### config.mk
export PLATFORM = sky130hd
export DESIGN_NAME = sleep_wakeup_queue
export DESIGN_NICKNAME = d
export VERILOG_FILES = /design/src/rtl/core/sqw_pkg.sv /design/src/rtl/core/sleep_wakeup_queue.sv /design/src/rtl/core/sqw_mem.sv /design/src/rtl/core/sqw_seq.sv
export VERILOG_INCLUDE_DIRS = /design/src /design/src/rtl/core
export SDC_FILE = /design/constraint.sdc
export NUM_CORES = 2
export LEC_CHECK = 0
export ABC_AREA = 1
export BUFFER_PORTS_ARGS = -buffer_cell sky130_fd_sc_hd__buf_2
export CAP_MARGIN = 20
export CORE_MARGIN = 4
export CORE_UTILIZATION = 45
export DETAILED_ROUTE_END_ITERATION = 16
export PLACE_DENSITY = 0.67
export SETUP_SLACK_MARGIN = 0.1
export SLEW_MARGIN = 20
export SYNTH_ARGS = -nofsm -noshare
export SYNTH_HDL_FRONTEND = slang
export SYNTH_HIERARCHICAL = 1
export SYNTH_SLANG_ARGS = --single-unit
### constraint.sdc
create_clock -name clk -period 8 [get_ports clk]
set_input_delay 1.6 -clock clk [delete_from_list [all_inputs] [get_ports clk]]
set_output_delay 1.6 -clock clk [all_outputs]
set_load 0.05 [all_outputs]
### src/rtl/core/sleep_wakeup_queue_defines.svh
// Assertion macros used by the queue RTL.
`ifndef SLEEP_WAKEUP_QUEUE_DEFINES_SVH
`define SLEEP_WAKEUP_QUEUE_DEFINES_SVH

`ifndef ASSERT_OFF
`define SQW_ASSERT_IMPLY(label, clk, rst_n, pre, post, msg) \
  label: assert property (@(posedge clk) disable iff (!rst_n) (pre) |-> (post)) else $error(msg);
`define SQW_ASSERT_NEXT(label, clk, rst_n, pre, post, msg) \
  label: assert property (@(posedge clk) disable iff (!rst_n) (pre) |=> (post)) else $error(msg);
`else
`define SQW_ASSERT_IMPLY(label, clk, rst_n, pre, post, msg)
`define SQW_ASSERT_NEXT(label, clk, rst_n, pre, post, msg)
`endif

`endif

### src/rtl/core/sqw_pkg.sv
`timescale 1ns / 1ps

package sqw_pkg;

  localparam int QUEUE_DEPTH = 16;
  localparam int MAX_RESULTS = 16;
  localparam int IDX_W       = (QUEUE_DEPTH > 1) ? $clog2(QUEUE_DEPTH) : 1;
  localparam int OCC_W       = $clog2(QUEUE_DEPTH + 1);
  localparam int NRES_W      = $clog2(MAX_RESULTS + 1);
  localparam int TICK_W      = 63;
  localparam int ID_W        = 8;
  localparam int DUR_W       = 32;

  localparam logic [TICK_W-1:0] TICK_MAX = '1;

  typedef logic [IDX_W-1:0] idx_t;
  typedef logic [OCC_W-1:0] occ_t;

  typedef enum logic [0:0] {
    ACT_TICK  = 1'b0,
    ACT_SLEEP = 1'b1
  } action_t;

  typedef enum logic [0:0] {
    KIND_STATUS = 1'b0,
    KIND_WAKE   = 1'b1
  } kind_t;

  typedef enum logic [1:0] {
    ST_QUEUED  = 2'd0,
    ST_IGNORED = 2'd1,
    ST_DROPPED = 2'd2
  } status_t;

  typedef enum logic [2:0] {
    S_IDLE,
    S_ADD,
    S_IRD,
    S_ICMP,
    S_STAT,
    S_TRD,
    S_TCMP,
    S_TFIN
  } state_t;

  typedef struct packed {
    logic [TICK_W-1:0] deadline;
    logic [ID_W-1:0]   id;
  } entry_t;

  typedef struct packed {
    logic   we;
    idx_t   waddr;
    entry_t wdata;
    logic   re;
    idx_t   raddr;
  } mem_req_t;

  typedef struct packed {
    kind_t             kind;
    logic [ID_W-1:0]   id;
    status_t           status;
    logic [TICK_W-1:0] tick;
    logic              last;
  } result_t;

  typedef struct packed {
    logic idle;
    occ_t occ;
  } seq_stat_t;

  function automatic idx_t wrap_idx(idx_t head, occ_t off);
    logic [OCC_W:0] s;
    s = (OCC_W + 1)'(head) + (OCC_W + 1)'(off);
    if (s >= (OCC_W + 1)'(QUEUE_DEPTH)) begin
      s = s - (OCC_W + 1)'(QUEUE_DEPTH);
    end
    return s[IDX_W-1:0];
  endfunction

endpackage

### src/rtl/core/sleep_wakeup_queue.sv
`timescale 1ns / 1ps
`include "sleep_wakeup_queue_defines.svh"

// Channel   Direction  tuser   tlast  tdata (lowest bit first)
// in_       request    action  -      thread_id[7:0], duration[39:8]
// out_      result     kind    last   thread_id_res[7:0], status[9:8], tick_now[72:10]
//
// A nonpositive or dropped sleep request goes straight to its status result; a queued
// one first forms its deadline, then moves later entries up until an earlier or equal
// deadline stops the walk. A tick wakes due threads until one not yet due stops it.
// Reset empties the queue and clears the tick count; the entry memory is not cleared.
// in_tready is high only while the sequencer is idle; a low out_tready holds it
// at the next result, and the final result may wait while a new request is taken.

module sleep_wakeup_queue
  import sqw_pkg::*;
(
  input  logic        clk,
  input  logic        rst_n,
  input  logic        in_tvalid,
  output logic        in_tready,
  input  logic [39:0] in_tdata,   // thread_id, duration
  input  logic [0:0]  in_tuser,   // action
  output logic        out_tvalid,
  input  logic        out_tready,
  output logic [79:0] out_tdata,  // thread_id_res, status, tick_now, zero fill
  output logic [0:0]  out_tuser,  // kind
  output logic        out_tlast   // last
);

  mem_req_t  mem_req;
  entry_t    rd_data;
  logic      res_load;
  result_t   res;
  seq_stat_t stat;
  logic      res_free;
  logic      out_valid_r;
  result_t   out_res_r;

  sqw_mem u_mem (
    .clk     (clk),
    .req     (mem_req),
    .rd_data (rd_data)
  );

  sqw_seq u_seq (
    .clk       (clk),
    .rst_n     (rst_n),
    .in_valid  (in_tvalid),
    .in_action (action_t'(in_tuser[0])),
    .in_id     (in_tdata[ID_W-1:0]),
    .in_dur    (in_tdata[ID_W+DUR_W-1:ID_W]),
    .rd_data   (rd_data),
    .res_free  (res_free),
    .mem_req   (mem_req),
    .res_load  (res_load),
    .res       (res),
    .stat      (stat)
  );

  assign res_free = !out_valid_r || out_tready;

  always_ff @(posedge clk) begin
    if (!rst_n) begin
      out_valid_r <= 1'b0;
    end else if (res_load) begin
      out_valid_r <= 1'b1;
    end else if (out_tready) begin
      out_valid_r <= 1'b0;
    end
  end

  always_ff @(posedge clk) begin
    if (res_load) begin
      out_res_r <= res;
    end
  end

  assign in_tready  = stat.idle;
  assign out_tvalid = out_valid_r;
  assign out_tdata  = {7'b0, out_res_r.tick, out_res_r.status, out_res_r.id};
  assign out_tuser  = out_res_r.kind;
  assign out_tlast  = out_res_r.last;

  `SQW_ASSERT_IMPLY(a_occ_bound, clk, rst_n, 1'b1, stat.occ <= OCC_W'(QUEUE_DEPTH), "occupancy exceeds depth")
  `SQW_ASSERT_NEXT(a_busy_after_accept, clk, rst_n, in_tvalid && in_tready, !in_tready, "ready right after a request")
  `SQW_ASSERT_IMPLY(a_status_last, clk, rst_n, out_tvalid && (out_tuser == KIND_STATUS), out_tlast, "status result not last")
  `SQW_ASSERT_IMPLY(a_wake_status, clk, rst_n, out_tvalid && (out_tuser == KIND_WAKE), out_tdata[9:8] == ST_QUEUED, "wake result with nonzero status")

endmodule

### src/rtl/core/sqw_mem.sv
`timescale 1ns / 1ps

module sqw_mem
  import sqw_pkg::*;
(
  input  logic     clk,
  input  mem_req_t req,
  output entry_t   rd_data
);

  entry_t mem [QUEUE_DEPTH];
  entry_t rd_data_r;

  always_ff @(posedge clk) begin
    if (req.we) begin
      mem[req.waddr] <= req.wdata;
    end
  end

  always_ff @(posedge clk) begin
    if (req.re) begin
      rd_data_r <= mem[req.raddr];
    end
  end

  assign rd_data = rd_data_r;

endmodule

### src/rtl/core/sqw_seq.sv
`timescale 1ns / 1ps

module sqw_seq
  import sqw_pkg::*;
(
  input  logic             clk,
  input  logic             rst_n,
  input  logic             in_valid,
  input  action_t          in_action,
  input  logic [ID_W-1:0]  in_id,
  input  logic [DUR_W-1:0] in_dur,
  input  entry_t           rd_data,
  input  logic             res_free,
  output mem_req_t         mem_req,
  output logic             res_load,
  output result_t          res,
  output seq_stat_t        stat
);

  state_t            state_r, state_nxt;
  action_t           act_r, act_nxt;
  logic [TICK_W-1:0] tick_r, tick_nxt;
  logic [TICK_W-1:0] key_r, key_nxt;
  idx_t              head_r, head_nxt;
  occ_t              occ_r, occ_nxt;
  occ_t              j_r, j_nxt;
  logic [NRES_W-1:0] n_r, n_nxt;
  logic [ID_W-1:0]   id_r, id_nxt;
  status_t           status_r, status_nxt;
  logic              pend_v_r, pend_v_nxt;
  logic [ID_W-1:0]   pend_id_r, pend_id_nxt;

  logic [TICK_W-1:0] addend;
  logic [TICK_W:0]   sum;
  logic [TICK_W-1:0] sum_sat;
  logic [TICK_W-1:0] cmp_key;
  logic              le;

  // One saturating adder serves both the deadline and the tick count.
  assign addend  = (act_r == ACT_SLEEP) ? key_r : TICK_W'(1);
  assign sum     = {1'b0, tick_r} + {1'b0, addend};
  assign sum_sat = sum[TICK_W] ? TICK_MAX : sum[TICK_W-1:0];

  // One comparator serves the insertion walk and the wake scan.
  assign cmp_key = (act_r == ACT_SLEEP) ? key_r : tick_r;
  assign le      = (rd_data.deadline <= cmp_key);

  always_ff @(posedge clk) begin
    if (!rst_n) begin
      state_r  <= S_IDLE;
      tick_r   <= '0;
      head_r   <= '0;
      occ_r    <= '0;
      pend_v_r <= 1'b0;
    end else begin
      state_r  <= state_nxt;
      tick_r   <= tick_nxt;
      head_r   <= head_nxt;
      occ_r    <= occ_nxt;
      pend_v_r <= pend_v_nxt;
    end
  end

  always_ff @(posedge clk) begin
    act_r     <= act_nxt;
    key_r     <= key_nxt;
    j_r       <= j_nxt;
    n_r       <= n_nxt;
    id_r      <= id_nxt;
    status_r  <= status_nxt;
    pend_id_r <= pend_id_nxt;
  end

  always_comb begin
    state_nxt   = state_r;
    act_nxt     = act_r;
    tick_nxt    = tick_r;
    key_nxt     = key_r;
    head_nxt    = head_r;
    occ_nxt     = occ_r;
    j_nxt       = j_r;
    n_nxt       = n_r;
    id_nxt      = id_r;
    status_nxt  = status_r;
    pend_v_nxt  = pend_v_r;
    pend_id_nxt = pend_id_r;
    mem_req     = '0;
    res_load    = 1'b0;
    res.kind    = KIND_STATUS;
    res.id      = id_r;
    res.status  = status_r;
    res.tick    = tick_r;
    res.last    = 1'b1;
    stat.idle   = 1'b0;
    stat.occ    = occ_r;

    unique case (state_r)
      S_IDLE: begin
        stat.idle = 1'b1;
        if (in_valid) begin
          act_nxt = in_action;
          id_nxt  = in_id;
          key_nxt = TICK_W'(in_dur);
          if (in_action == ACT_SLEEP) begin
            if (in_dur[DUR_W-1] || (in_dur == '0)) begin
              status_nxt = ST_IGNORED;
              state_nxt  = S_STAT;
            end else if (occ_r == OCC_W'(QUEUE_DEPTH)) begin
              status_nxt = ST_DROPPED;
              state_nxt  = S_STAT;
            end else begin
              status_nxt = ST_QUEUED;
              state_nxt  = S_ADD;
            end
          end else begin
            state_nxt = S_ADD;
          end
        end
      end

      S_ADD: begin
        if (act_r == ACT_SLEEP) begin
          key_nxt   = sum_sat;
          j_nxt     = occ_r;
          state_nxt = S_IRD;
        end else begin
          tick_nxt  = sum_sat;
          n_nxt     = '0;
          state_nxt = S_TRD;
        end
      end

      // The insertion walks from the tail toward the head, moving each later
      // deadline up by one slot until the new entry finds its place.
      S_IRD: begin
        if (j_r == '0) begin
          mem_req.we    = 1'b1;
          mem_req.waddr = head_r;
          mem_req.wdata = '{deadline: key_r, id: id_r};
          occ_nxt       = occ_r + OCC_W'(1);
          state_nxt     = S_STAT;
        end else begin
          mem_req.re    = 1'b1;
          mem_req.raddr = wrap_idx(head_r, j_r - OCC_W'(1));
          state_nxt     = S_ICMP;
        end
      end

      S_ICMP: begin
        mem_req.we    = 1'b1;
        mem_req.waddr = wrap_idx(head_r, j_r);
        if (!le) begin
          mem_req.wdata = rd_data;
          j_nxt         = j_r - OCC_W'(1);
          state_nxt     = S_IRD;
        end else begin
          mem_req.wdata = '{deadline: key_r, id: id_r};
          occ_nxt       = occ_r + OCC_W'(1);
          state_nxt     = S_STAT;
        end
      end

      S_STAT: begin
        if (res_free) begin
          res_load  = 1'b1;
          state_nxt = S_IDLE;
        end
      end

      S_TRD: begin
        if ((occ_r == '0) || (n_r == NRES_W'(MAX_RESULTS))) begin
          state_nxt = S_TFIN;
        end else begin
          mem_req.re    = 1'b1;
          mem_req.raddr = head_r;
          state_nxt     = S_TCMP;
        end
      end

      // A woken entry is held back one step so that its last flag is known.
      S_TCMP: begin
        res.kind   = KIND_WAKE;
        res.id     = pend_id_r;
        res.status = ST_QUEUED;
        res.last   = 1'b0;
        if (!le) begin
          state_nxt = S_TFIN;
        end else if (!pend_v_r || res_free) begin
          res_load    = pend_v_r;
          pend_v_nxt  = 1'b1;
          pend_id_nxt = rd_data.id;
          head_nxt    = wrap_idx(head_r, OCC_W'(1));
          occ_nxt     = occ_r - OCC_W'(1);
          n_nxt       = n_r + NRES_W'(1);
          state_nxt   = S_TRD;
        end
      end

      S_TFIN: begin
        res.kind   = KIND_WAKE;
        res.id     = pend_id_r;
        res.status = ST_QUEUED;
        res.last   = 1'b1;
        if (!pend_v_r) begin
          state_nxt = S_IDLE;
        end else if (res_free) begin
          res_load   = 1'b1;
          pend_v_nxt = 1'b0;
          state_nxt  = S_IDLE;
        end
      end

      default: begin
        state_nxt = S_IDLE;
      end
    endcase
  end

endmodule
==> metrics.txt <==
# TYPE chip_impl_metric gauge
chip_impl_metric{name="vdd.ir_drop.worst",unit="mV"} 0.231
chip_impl_metric{name="min_period_over_period",unit="%"} 77.3
chip_impl_metric{name="fmax",unit="MHz"} 162
chip_impl_info{name="layout.cells.most_common_list",value="sky130_fd_sc_hd__nand2_1, sky130_fd_sc_hd__edfxtp_1, sky130_fd_sc_hd__inv_1"} 1
chip_impl_metric{name="timing.critical_path.required",unit="ps"} 8420
chip_impl_metric{name="worst_path_largest_cell_delay",unit="ps"} 980
chip_impl_metric{name="ctsHoldBuffers",unit=""} 0
chip_impl_metric{name="cts_setup_buffers",unit=""} 0
chip_impl_info{name="cpMaxStageDelayCell",value="sky130_fd_sc_hd__o22ai_1"} 1
chip_impl_info{name="setup_repair_after_global_routing_missed_its_margin",value="false"} 1
chip_impl_info{name="layout_commonest_cell",value="sky130_fd_sc_hd__nand2_1"} 1
chip_impl_metric{name="post_cts_sizing_count",unit=""} 0
chip_impl_metric{name="grt_antenna_before_repair",unit=""} 4
chip_impl_metric{name="post_synth_edffs",unit=""} 1374
chip_impl_metric{name="synth_cells",unit=""} 7166
chip_impl_metric{name="layout.nets",unit=""} 7403
chip_impl_metric{name="worstRegToRegCells",unit=""} 15
chip_impl_info{name="setup.worst_path.end_class",value="flop"} 1
chip_impl_metric{name="post_synth_arst_share",unit="%"} 0
chip_impl_metric{name="syn-cell-area",unit="µm²"} 68600
chip_impl_metric{name="rrSetupSlack",unit="ps"} 1810
chip_impl_metric{name="min_delay_path_depth",unit=""} 0
chip_impl_metric{name="synth.avg_cell_area",unit="µm²"} 9.57
chip_impl_info{name="critPathKind",value="reg -> reg"} 1
chip_impl_metric{name="worst_slew_margin_rel",unit="%"} 20.3
chip_impl_info{name="holdCritPathClass",value="reg -> reg"} 1
chip_impl_metric{name="ant_nets",unit=""} 0
chip_impl_metric{name="ys.warnings.count",unit=""} 6
chip_impl_metric{name="ys_ff_latch",unit=""} 1451
chip_impl_metric{name="first_pass_grt_wire_length",unit="µm"} 291000
chip_impl_metric{name="tightest_slew",unit="ps"} 1190
chip_impl_metric{name="power.leakage",unit="nW"} 33.0
chip_impl_metric{name="initial_core_util",unit="%"} 45.5
chip_impl_metric{name="post_drt_wl_per_cell",unit="µm"} 21.1
chip_impl_metric{name="synthDistinctLibCells",unit=""} 46
chip_impl_info{name="min_delay_worst_endpoint",value="u_seq/pend_id_r[6]"} 1
chip_impl_metric{name="timing.final.max_slew_violations",unit=""} 0
chip_impl_metric{name="grt_util_all_layers",unit="%"} 24.4
chip_impl_info{name="hold_path.startpoint",value="u_mem/rd_data[6]"} 1
chip_impl_metric{name="cts-buffers-inserted",unit=""} 146
chip_impl_metric{name="detail_route.wirelength",unit="µm"} 198000
chip_impl_metric{name="grt_pass1_vias",unit=""} 46900
chip_impl_metric{name="cts-root-to-sink-buffers",unit=""} 3
chip_impl_metric{name="area_growth",unit="%"} 10.7
chip_impl_metric{name="place_hpwl",unit="µm"} 116000
chip_impl_metric{name="global_route.overflow_total",unit=""} 0
chip_impl_metric{name="die_h",unit="µm"} 398
chip_impl_metric{name="rows",unit=""} 142
chip_impl_metric{name="clk_pin_slew",unit="ps"} 70
chip_impl_metric{name="p_per_area",unit="nW/µm²"} 299
chip_impl_info{name="reg2reg_to",value="u_mem/mem[5][49]"} 1
chip_impl_info{name="crit_path_cell_trace",value="inv_2 -> buf_4 -> a21oi_1 -> ha_1 -> nand2_1 -> inv_1 -> nand3_1 -> nor2_1 -> nand3_1 -> nor2_1 -> nand2_1 -> nand2_2 -> nand3_4 -> buf_4 -> o22ai_1"} 1
chip_impl_metric{name="finalHoldViolCount",unit=""} 0
chip_impl_metric{name="sequential_area_share_after_synthesis",unit="%"} 62.4
chip_impl_metric{name="drt_first_iter_violations",unit=""} 5611
chip_impl_info{name="clock-root-buffer",value="sky130_fd_sc_hd__clkbuf_16"} 1
chip_impl_info{name="worst_r2r_startpoint",value="u_seq/act_r"} 1
chip_impl_metric{name="cap_viol_max_count",unit=""} 0
chip_impl_info{name="tritoncts",value="yes"} 1
chip_impl_metric{name="timing.critical_path.arrival",unit="ps"} 6610
chip_impl_metric{name="final_layout_size_suffix_gt1_share",unit="%"} 6.86
chip_impl_metric{name="clk_latency",unit="ps"} 800
chip_impl_metric{name="grt_start_max_net_pins",unit=""} 231
chip_impl_metric{name="dpl_cell_area",unit="µm²"} 71100
chip_impl_metric{name="cts_sinks",unit=""} 1451
chip_impl_metric{name="dieArea",unit="µm²"} 159000
chip_impl_metric{name="viasPerCell",unit=""} 5.36
chip_impl_metric{name="setup_total_negative_slack",unit="ps"} 0
chip_impl_metric{name="dr.pass1.iters",unit=""} 6
chip_impl_metric{name="gp_congestion",unit=""} 0.991
chip_impl_info{name="synthFlopType",value="sky130_fd_sc_hd__edfxtp_1"} 1
chip_impl_info{name="result_of_the_run",value="finished clean"} 1
chip_impl_metric{name="via_count",unit=""} 50100
chip_impl_metric{name="cts_max_level",unit=""} 4
chip_impl_metric{name="io_buffers",unit=""} 121
chip_impl_metric{name="critical_path_peak_fanout",unit=""} 43
chip_impl_metric{name="finClkSkew",unit="ps"} 37.5
chip_impl_metric{name="setup_viol",unit=""} 0
chip_impl_metric{name="floorplan.die.width",unit="µm"} 398
chip_impl_info{name="worst_setup_path_start_kind",value="flop"} 1
chip_impl_metric{name="drcViolationCount",unit=""} 0
chip_impl_metric{name="final_period_minus_worst_setup_slack",unit="ps"} 6190
chip_impl_metric{name="fp.coreArea",unit="µm²"} 151000
chip_impl_metric{name="post-route-cell-area",unit="µm²"} 75900
chip_impl_metric{name="boundaryPins",unit=""} 129
==> Yosys cell counts (all sizes together), types with 10 or more instances <==
cell	count	area [µm²]
nor3	19	105
inv	1337	5020
a31oi	16	100
clkbuf	77	289
o22ai	76	475
xor2	34	298
nor2	327	1280
o21ai	177	886
nand3	957	4840
nand2	2017	7610
nor4	10	62.6
a21oi	225	1150
dfxtp	77	1540
edfxtp	1374	41300
xnor2	11	96.3
o21bai	11	93.8
buf	230	1300
nand4	12	75.1
ha	139	1740
==> state kept, by name, summed over array words and instances, names as in the netlist <==
signal	flops
u_seq/n_r	5
u_mem/rd_data	71
u_seq/key_r	63
u_mem/mem	1136
u_seq/id_r	8
u_seq/pend_id_r	8
u_seq/j_r	5
u_seq/act_r	1
u_seq/state_r	3
out_tvalid	1
u_seq/head_r	4
out_tuser	1
u_seq/occ_r	5
u_seq/status_r	2
out_tdata	73
u_seq/pend_v_r	1
out_tlast	1
u_seq/tick_r	63
==> per-layer routing <==
metal  up-vias  GRT usage [%]  routed length, µm
li1      23300              -                  -
met2      2319           38.5              89900
met1     24000           34.4              82200
met4         2           8.22               6470
met5         -              0                 13
met3       394           4.17              19200
==> worst max path at each step <==
stage	cells after the start	from	end
finish	15	u_seq/act_r	u_mem/mem[5][49]
global route	13	u_seq/act_r	u_mem/mem[14][47]
CTS	15	u_seq/act_r	u_mem/mem[9][61]
detailed placement	15	u_seq/act_r	u_mem/mem[10][62]
global placement	15	u_seq/act_r	u_mem/mem[12][56]
floorplan	2	in_tvalid	u_seq/key_r[0]
==> critical path: cells and delay by family, from the launching register on <==
kind                       cells  cell delay [ps]
AOI/OAI and AO/OA              2             1100
buffers and inverters          4             1880
and+or+nand+nor                8             1630
DFF                            1              780
adders and majority gates      1              310
==> logic make-up after synthesis <==
family          Yosys count  synth area share (%)
compound gates          526                  4.18
xor+xnor                 45                 0.575
simple gates           3356                  20.5
buf+inv                1644                  9.64
flops                  1451                  62.4
other cells               1               0.00547
fa+ha+maj               143                  2.65
==> layout make-up <==
class                           instances  area (µm²)
Antenna cell                            2        5.00
Multi-Input combinational cell       4077       19500
Clock buffer                          191        3910
Clock inverter                         74         712
Timing Repair Buffer                  202        1390
Inverter                             1337        5050
Sequential cell                      1451       42800
Tap cell                             2016        2520
Fill cell                           13400       74800
==> through the flow <==
| stage | instances | setup slack (ps) | util, % | hold WS [ps] | total power, mW |
|---|---|---|---|---|---|
| floorplan | 7172 | 1340 | - | 426 | 13.9 |
| global placement | 9067 | 2200 | 47.1 | 428 | 15.9 |
| detailed placement | 9072 | 2040 | 47.2 | 437 | 16.0 |
| CTS | 9337 | 2020 | 50.2 | 452 | 22.6 |
| global route | 9348 | 1580 | 50.4 | 469 | 23.7 |
| finish | 9350 | 1810 | 50.4 | 455 | 22.7 |
==> power by group <==
part | switching, mW | total [mW] | internal (mW) | leakage (nW)
clock network | 2.92 | 6.63 | 3.71 | 2.25
registers | 0.657 | 9.89 | 9.23 | 12.9
logic | 4.47 | 6.16 | 1.69 | 17.8
total | 8.05 | 22.7 | 14.6 | 33.0
No activity file was read; power rests on OpenSTA's default activity.
